File: config.mk
export PLATFORM = sky130hd
export DESIGN_NAME = shanc_engine
export DESIGN_NICKNAME = d
export VERILOG_FILES = /design/src/hw/rtl/shanc_pkg.sv /design/src/hw/rtl/shanc_engine.sv
export SDC_FILE = /design/constraint.sdc
export NUM_CORES = 2
export LEC_CHECK = 0
export ABC_CLOCK_PERIOD_IN_PS = 95800
export BUFFER_PORTS_ARGS = -buffer_cell sky130_fd_sc_hd__buf_2
export CAP_MARGIN = 10
export CORE_MARGIN = 4
export CORE_UTILIZATION = 30
export CTS_CLUSTER_DIAMETER = 100
export DETAILED_ROUTE_END_ITERATION = 8
export PLACE_DENSITY_LB_ADDON = 0.12
export SLEW_MARGIN = 20
export SYNTH_ARGS = -nofsm -noshare
export SYNTH_HDL_FRONTEND = slang
export SYNTH_SLANG_ARGS = --single-unit
File: constraint.sdc
create_clock -name clk -period 95.8 [get_ports clk]
set_input_delay 19.16 -clock clk [delete_from_list [all_inputs] [get_ports clk]]
set_output_delay 19.16 -clock clk [all_outputs]
set_load 0.02 [all_outputs]
File: src/hw/rtl/shanc_pkg.sv
package shanc_pkg;

  localparam int MessageBytes = 108;
  localparam int PrefixBytes = MessageBytes - 4;
  localparam int PrefixWords = (PrefixBytes + 3) / 4;
  localparam int WidxW = 5;
  localparam int FifoDepth = 2;

  localparam logic OP_LOAD = 1'b0;
  localparam logic OP_TEST = 1'b1;

  localparam logic [1:0] REG_MATCH = 2'd0;
  localparam logic [1:0] REG_LIMIT = 2'd1;
  localparam logic [1:0] REG_THIGH = 2'd2;
  localparam logic [1:0] REG_TLOW = 2'd3;

  typedef struct packed {
    logic        op;
    logic [4:0]  word_index;
    logic [31:0] word_value;
    logic [31:0] nonce;
  } req_t;

  typedef struct packed {
    logic [31:0]  nonce;
    logic [255:0] h;
  } res_t;

  function automatic logic [31:0] round_k(input logic [5:0] t);
    logic [31:0] k [64];
    k = '{
      32'h428a2f98, 32'h71374491, 32'hb5c0fbcf, 32'he9b5dba5, 32'h3956c25b, 32'h59f111f1,
      32'h923f82a4, 32'hab1c5ed5, 32'hd807aa98, 32'h12835b01, 32'h243185be, 32'h550c7dc3,
      32'h72be5d74, 32'h80deb1fe, 32'h9bdc06a7, 32'hc19bf174, 32'he49b69c1, 32'hefbe4786,
      32'h0fc19dc6, 32'h240ca1cc, 32'h2de92c6f, 32'h4a7484aa, 32'h5cb0a9dc, 32'h76f988da,
      32'h983e5152, 32'ha831c66d, 32'hb00327c8, 32'hbf597fc7, 32'hc6e00bf3, 32'hd5a79147,
      32'h06ca6351, 32'h14292967, 32'h27b70a85, 32'h2e1b2138, 32'h4d2c6dfc, 32'h53380d13,
      32'h650a7354, 32'h766a0abb, 32'h81c2c92e, 32'h92722c85, 32'ha2bfe8a1, 32'ha81a664b,
      32'hc24b8b70, 32'hc76c51a3, 32'hd192e819, 32'hd6990624, 32'hf40e3585, 32'h106aa070,
      32'h19a4c116, 32'h1e376c08, 32'h2748774c, 32'h34b0bcb5, 32'h391c0cb3, 32'h4ed8aa4a,
      32'h5b9cca4f, 32'h682e6ff3, 32'h748f82ee, 32'h78a5636f, 32'h84c87814, 32'h8cc70208,
      32'h90befffa, 32'ha4506ceb, 32'hbef9a3f7, 32'hc67178f2};
    return k[t];
  endfunction

  localparam logic [255:0] InitH = {
    32'h6a09e667, 32'hbb67ae85, 32'h3c6ef372, 32'ha54ff53a,
    32'h510e527f, 32'h9b05688c, 32'h1f83d9ab, 32'h5be0cd19};

  function automatic logic [31:0] rotr(input logic [31:0] x, input int n);
    return (x >> n) | (x << (32 - n));
  endfunction

endpackage

File: src/hw/rtl/shanc_engine.sv
// Executes loads and tests: one compression round per cycle, midstate kept.
module shanc_engine (
  input  logic            clk,
  input  logic            rst,
  input  logic            req_valid,
  output logic            req_take,
  input  shanc_pkg::req_t req,
  output logic            res_valid,
  input  logic            res_take,
  output shanc_pkg::res_t res
);
  localparam logic [2:0] S_IDLE = 3'd0;
  localparam logic [2:0] S_FETCH = 3'd1;
  localparam logic [2:0] S_ROUND = 3'd2;
  localparam logic [2:0] S_FIN = 3'd3;
  localparam logic [2:0] S_OUT = 3'd4;

  logic [2:0]   state;
  logic [31:0]  pw [shanc_pkg::PrefixWords];
  logic [31:0]  pw_rd;
  logic [4:0]   rd_idx;
  logic [255:0] mid;
  logic         mid_ready;
  logic         blk2;
  logic [4:0]   fill;
  logic [5:0]   t;
  logic [31:0]  w [16];
  logic [255:0] hs;
  logic [255:0] base;
  logic [31:0]  nonce;

  // Bytes 64..127 of the padded message (block two), as a word source for the fill phase.
  function automatic logic [31:0] tail_word(input logic [4:0] idx, input logic [31:0] pv,
                                             input logic [31:0] nn);
    logic [31:0] r;
    int          bi;
    int          mb;
    r = '0;
    for (int j = 0; j < 4; j++) begin
      bi = 64 + int'(idx) * 4 + j;
      if (bi < shanc_pkg::PrefixBytes) mb = int'(pv[31 - 8 * (bi % 4) -: 8]);
      else if (bi < shanc_pkg::MessageBytes)
        mb = int'(nn[31 - 8 * (bi - shanc_pkg::PrefixBytes) -: 8]);
      else if (bi == shanc_pkg::MessageBytes) mb = 8'h80;
      else if (bi == 126) mb = ((shanc_pkg::MessageBytes * 8) >> 8) & 8'hFF;
      else if (bi == 127) mb = (shanc_pkg::MessageBytes * 8) & 8'hFF;
      else mb = 0;
      r[31 - 8 * j -: 8] = 8'(mb);
    end
    return r;
  endfunction

  logic [31:0] s0w, s1w, wt, wnew;
  logic [31:0] a, b, c, d, e, f, g, hh, t1, t2;
  logic [31:0] fill_word;

  assign wt = w[0];
  always_comb begin
    s0w = shanc_pkg::rotr(w[1], 7) ^ shanc_pkg::rotr(w[1], 18) ^ (w[1] >> 3);
    s1w = shanc_pkg::rotr(w[14], 17) ^ shanc_pkg::rotr(w[14], 19) ^ (w[14] >> 10);
    wnew = w[0] + s0w + w[9] + s1w;
    {a, b, c, d, e, f, g, hh} = hs;
    t1 = hh + (shanc_pkg::rotr(e, 6) ^ shanc_pkg::rotr(e, 11) ^ shanc_pkg::rotr(e, 25))
       + ((e & f) ^ (~e & g)) + shanc_pkg::round_k(t) + wt;
    t2 = (shanc_pkg::rotr(a, 2) ^ shanc_pkg::rotr(a, 13) ^ shanc_pkg::rotr(a, 22))
       + ((a & b) ^ (a & c) ^ (b & c));
    fill_word = blk2 ? tail_word(fill - 5'd1, pw_rd, nonce) : pw_rd;
  end

  assign req_take = (state == S_IDLE) && req_valid;
  assign res_valid = (state == S_OUT);
  assign res.nonce = nonce;
  assign res.h = hs;

  // Prefix word address: block one reads word fill, block two reads 16+fill, clamped to the last prefix word.
  always_comb begin
    rd_idx = blk2 ? 5'(fill + 5'd16) : fill;
    if (int'(rd_idx) >= shanc_pkg::PrefixWords) rd_idx = 5'(shanc_pkg::PrefixWords - 1);
  end

  always_ff @(posedge clk) begin
    pw_rd <= pw[rd_idx];
    if (req_take && req.op == shanc_pkg::OP_LOAD
        && int'(req.word_index) < shanc_pkg::PrefixWords) begin
      pw[req.word_index] <= req.word_value;
    end
  end

  always_ff @(posedge clk) begin
    if (rst) begin
      state <= S_IDLE;
      mid <= '0;
      mid_ready <= 1'b0;
      blk2 <= 1'b0;
      fill <= '0;
      t <= '0;
    end else begin
      case (state)
        S_IDLE: begin
          if (req_take) begin
            if (req.op == shanc_pkg::OP_LOAD) begin
              mid_ready <= 1'b0;
            end else begin
              nonce <= req.nonce;
              blk2 <= mid_ready;
              fill <= '0;
              state <= S_FETCH;
            end
          end
        end
        // Read data is registered behind the address, so words arrive at fill-1.
        S_FETCH: begin
          if (fill != 5'd0) begin
            for (int i = 0; i < 15; i++) w[i] <= w[i + 1];
            w[15] <= fill_word;
          end
          if (fill == 5'd16) begin
            base <= blk2 ? mid : shanc_pkg::InitH;
            hs <= blk2 ? mid : shanc_pkg::InitH;
            t <= '0;
            state <= S_ROUND;
          end
          fill <= fill + 5'd1;
        end
        S_ROUND: begin
          hs <= {t1 + t2, a, b, c, d + t1, e, f, g};
          for (int i = 0; i < 15; i++) w[i] <= w[i + 1];
          w[15] <= wnew;
          t <= t + 6'd1;
          if (t == 6'd63) state <= S_FIN;
        end
        S_FIN: begin
          for (int i = 0; i < 8; i++) begin
            hs[255 - 32 * i -: 32] <= hs[255 - 32 * i -: 32] + base[255 - 32 * i -: 32];
          end
          if (blk2) begin
            state <= S_OUT;
          end else begin
            for (int i = 0; i < 8; i++) begin
              mid[255 - 32 * i -: 32] <= hs[255 - 32 * i -: 32] + base[255 - 32 * i -: 32];
            end
            mid_ready <= 1'b1;
            blk2 <= 1'b1;
            fill <= '0;
            state <= S_FETCH;
          end
        end
        S_OUT: begin
          if (res_take) state <= S_IDLE;
        end
        default: state <= S_IDLE;
      endcase
    end
  end
endmodule

# After elaboration in Yosys (flattened, before gate mapping)
# Memories as Yosys holds them, arrays and structs flattened. A register that Yosys moved wholly into a read port is not among the register bits.
# Index checks and enable logic that the tools add are counted.
word_totals:
  in_bits: 74
  mem_count: 3
  ff_bits: 816
  ramBits: 1344
  output_inout_bits: 290
  mem_bits_ro: 2048
  wordCells: 240
memory_table:
  columns: ["name", "words", "word_bits", "read_ports", "rd_clocked_by_memory_dff", "wr", "line_no", "text"]
  rows:
  - ["(no name shown)", 64, 32, 1, 0, 0, "shanc_pkg.sv:43", "return k[t];"]
  - ["pw", 26, 32, 1, 1, 1, "shanc_engine.sv:19", "logic [31:0] pw [shanc_pkg::PrefixWords];"]
  - ["w", 16, 32, 16, 0, 16, "shanc_engine.sv:27", "logic [31:0] w [16];"]
op_classes:
  shifts: 8
  addsub: 38
  eq_ne: 25
  bitwise: 51
  reduce_logical: 22
  magnitude_cmp: 11
  n_mux: 73
ops:
  columns: ["cell", "count"]
  rows:
  - ["$pmux W256 S3", 1]
  - ["$mux W32", 19]
  - ["$add A32 B32 Y32", 18]
  - ["$mux W256", 2]
  - ["$xor A32 B32 Y32", 9]
  - ["$and A32 B32 Y32", 5]
  - ["$shiftx A39 B7 Y8", 4]
  - ["$shiftx A39 B32 Y8", 3]
  - ["$mux W8", 13]
  - ["$eq A32 B8 Y1 const B", 3]
  - ["$sub A6 B32 Y32 const A", 3]
  - ["$sub A29 B8 Y29 const B", 3]
  - ["$eq A9 B7 Y1 const B", 9]
  - ["$lt A32 B8 Y1 const B", 2]
  - ["$lt A9 B7 Y1 const B", 6]
  - ["$mux W7", 7]
  - ["$shiftx A39 B14 Y8", 1]
  - ["$not A32 Y32", 1]
  - ["$or A10 B32 Y32", 1]
  - ["$or A13 B32 Y32", 1]
  - ["$or A14 B32 Y32", 1]
  - ["$or A15 B32 Y32", 1]
  - ["$or A19 B32 Y32", 1]
  - ["$or A21 B32 Y32", 1]
  - ["other kinds (48)", 113]

# Longest topological paths before layout
logic_depth:
  depth_word: 11
  mapped_depth: 40
  depth_no_buf: 38

# Worst setup path before layout
# Ideal clock, no wire load.
synth_path:
  path_kind: "input to register"
  from: "input rst"
  to: "memory w[0][0] (enable)"
  required_ns: 93.702
  arrival_ns: 55.189
  slack_ns: 38.513
  path_buffers: 2
  setup_ns: 2.098
  path_stages: 3
  path_cell_list: "clkbuf_1 > clkbuf_1 > o21ai_0"
synth_rtl:
  columns: ["element", "line_no", "text"]
  rows:
  - ["from (decl)", "shanc_engine.sv:4", "input logic rst,"]
  - ["to (decl)", "shanc_engine.sv:27", null]

# Final worst setup path
layout_path:
  from: "input req_valid"
  to: "output req_take"
layout_between:
  elab_chain_cells: 1
layout_rtl:
  columns: ["element", "line_no", "text"]
  rows:
  - ["from (decl)", "shanc_engine.sv:5", "input logic req_valid,"]
  - ["$logic_and A1 B1 Y1", "shanc_engine.sv:70", "assign req_take = (state == S_IDLE) && req_valid;"]
  - ["to (decl)", "shanc_engine.sv:6", "output logic req_take,"]
# Every way passes these cells.

==> metrics.yaml <==
logic_synthesis:
  syn_area_per_cell_um2: 11.7
  synthTopCellsByArea: "edfxtp_1, dfxtp_1, ha_1"
  synth_cell_type_count: 99
  ys.warnings.count: 0
  netlist.area_leader.share_pct: 51.6
  synthCells: 9430
  syn_nets: 10097
  ys_async_sr_fraction_pct: 0
  synthFlopType: "edfxtp_1"
  synth-edff-count: 1888
  synth_seq_area_share_pct: 57.1
  synth_top_cell_by_area: "edfxtp_1"
  netlist_area_um2: 110000
  ys_ff_latch: 2192
global_route:
  grt_pass1_wl_um: 562000
  gr-usage-all-layers_pct: 20.6
  met3_usage_pct: 2.56
  met2_usage_pct: 34.1
  grt_max_degree: 148
  met1_usage_pct: 27.7
  grt_antenna_before_repair: 30
  grt_pass1_vias: 73915
  grt_most_used_layer: "met2"
  grt.overflow.total: 0
finish:
  finalNonFillerCells: 14760
  drive_above_1_share_pct: 10.8
  syn_to_final_growth_pct: 15.0
  nFillCells: 35921
  final_cell_area_um2: 126000
  nNetsFinal: 10388
  final_cell_mix: "edfxtp_1, nand2_1, a21oi_1, nor2_1, o21ai_0"
  ff_latch_area_um2: 62800
  multi_input_area_um2: 44300
  layout_commonest_cell: "edfxtp_1"
floorplan:
  die_area_um2: 376000
  dieWidth_um: 613
  start_util_pct: 30.1
  core_um2: 365000
  rows: 222
  die_y_um: 613
  io_pins: 364
pwr:
  power.internal_mw: 1.68
  switchingPower_mw: 0.484
  switching_share_pct: 22.4
  seqPwrFrac_pct: 48.2
  total_power_mw: 2.16
  cellLeakagePower_nw: 44.2
  powerDensity_nw_per_um2: 17.1
  combPwrFrac_pct: 4.2
  vdd_drop_max_uv: 15.8
  pwr-share-clk_pct: 47.5
clock_network:
  cts-buffers-inserted: 275
  cts_tree: "built"
  postCtsHoldBufs: 0
  cts_buffer_depth: 4
  clk_pin_slew_worst_paths_ps: 60
  cts-htree-levels: 5
  post_cts.repair.setup_buffers: 0
  clock_latency_ps: 890
  cts.sinks: 2192
  clockRootBuffer: "clkbuf_16"
  cts.repair.resized: 0
route:
  drt_iter0_drc: 6439
  wl_per_cell_um: 27.1
  vias: 76129
  drc: 0
  wirelength_um: 401000
  firstDrtPassIters: 6
  route.antenna.remaining_nets: 0
  viasPerCell: 5.16
timing:
  post-route-min-period_ps: 38920
  fin_ws_ps: 56880
  finalSetupTns_ps: 0
  hold_viol: 0
  drv_slew: 0
  rsz0062_at_grt: "false"
  fin_skew_ps: 108
  worst_slew_pin_slew_ps: 1230
  fin_crit_sh_pct: 40.6
  relSlewSlack_pct: 16.8
  setup_violations: 0
  max_freq_mhz: 25.7
critical_path:
  startpoint: "req_valid"
  critPathMaxFanout: 3
  rr_endpoint: "hs[255]"
  rr_startpoint: "t[1]"
  crit_path_end_kind: "output port"
  critPathKind: "primary input to output port"
  endpoint: "req_take"
  rrSetupSlack_ps: 85070
  cp.arrival_ps: 19760
  worstPathRequired_ps: 76640
  r2r_cells: 36
  startpoint_type: "primary input"
status:
  status: "finished clean"
worst_hold_path:
  worst_hold_path_type: "register to register"
place:
  post-place-cells: 14260
  postPlaceCellArea_um2: 118000
  io_buffers: 363
  gp_congestion: 0.916
  dp_slack_ps: 56870
  dp_hpwl_um: 267000
flow_run:
  drv_cap: 0
sequential cells by signal (all words and copies together), names as in the netlist:
signal     flops
base         256
blk2           1
fill           5
hs           256
mid          256
mid_ready      1
nonce         32
pw           832
pw_rd         32
state          3
t              6
w            512
metrics by stage:
stage	util, %	hold WS, ps
finish	34.6	331
CTS	34.6	332
global route	34.6	350
floorplan	-	400
detailed placement	32.2	405
global placement	32.2	400
routing by layer:
metal	part of all wire [%]	vias up
met1	44	38340
met4	4.0	8
met3	4.8	576
li1	-	35088
met5	0.018	-
met2	47	2117
critical path, stage by stage:
cell	delay, ps
buf_2	90
nor4b_2	280
buf_2	230
cells in the mapped netlist (all sizes together) (89+ instances only):
cell	number
edfxtp	1888
nand2	1142
a21oi	769
nor2	547
clkbuf	455
o21ai	449
xnor2	413
ha	398
inv	323
mux2i	315
dfxtp	304
a21o	272
nand3	265
fa	195
nand2b	184
xor2	176
and2	137
a221oi	127
a311oi	109
a211oi	94
nor3	89
area by class of cell:
cell class | count | area share (%)
tap | 4816 | 4.77
sequential | 2192 | 49.7
inverter | 324 | 0.962
clock inverter | 124 | 1.00
clock buffer | 370 | 5.96
timing repair buffer | 531 | 2.54
multi-input combinational | 6397 | 35.1
antenna | 6 | 0.0119
cells by family (layout without fill, tap and decap cells):
group | Yosys count | in the layout | synth area share (%)
other | 0 | 6 | 0
adders and majority gates | 595 | 595 | 8.10
xor gates and xnor gates | 591 | 591 | 4.74
AOI/OAI and AO/OA | 2245 | 2245 | 13.1
and+or+nand+nor | 2617 | 2617 | 10.8
muxes | 349 | 349 | 3.30
buffers and inverters | 841 | 1349 | 2.90
DFF | 2192 | 2192 | 57.1
how the worst min path moves through the flow:
stage / from / to / slack [ps] / cells after the start
floorplan: w[0][132] / w[0][100] / 400 / 0
global placement: w[0][249] / w[0][217] / 400 / 0
detailed placement: w[0][145] / w[0][113] / 400 / 0
CTS: w[1][179] / w[1][147] / 330 / 0
global route: w[1][179] / w[1][147] / 350 / 0
finish: w[1][179] / w[1][147] / 330 / 0
power by group through the flow:
stage / Sequential, mW / Clock, mW / Combinational (mW)
final: 1.04 / 1.03 / 0.0917
after global routing: 1.04 / 1.10 / 0.0996
after CTS: 1.04 / 1.06 / 0.0920
after detailed placement: 1.06 / 0 / 0.0915
after global placement: 1.06 / 0 / 0.0909
after floorplan: 1.07 / 0 / 0.0539
(Power assumes the default switching activity.)
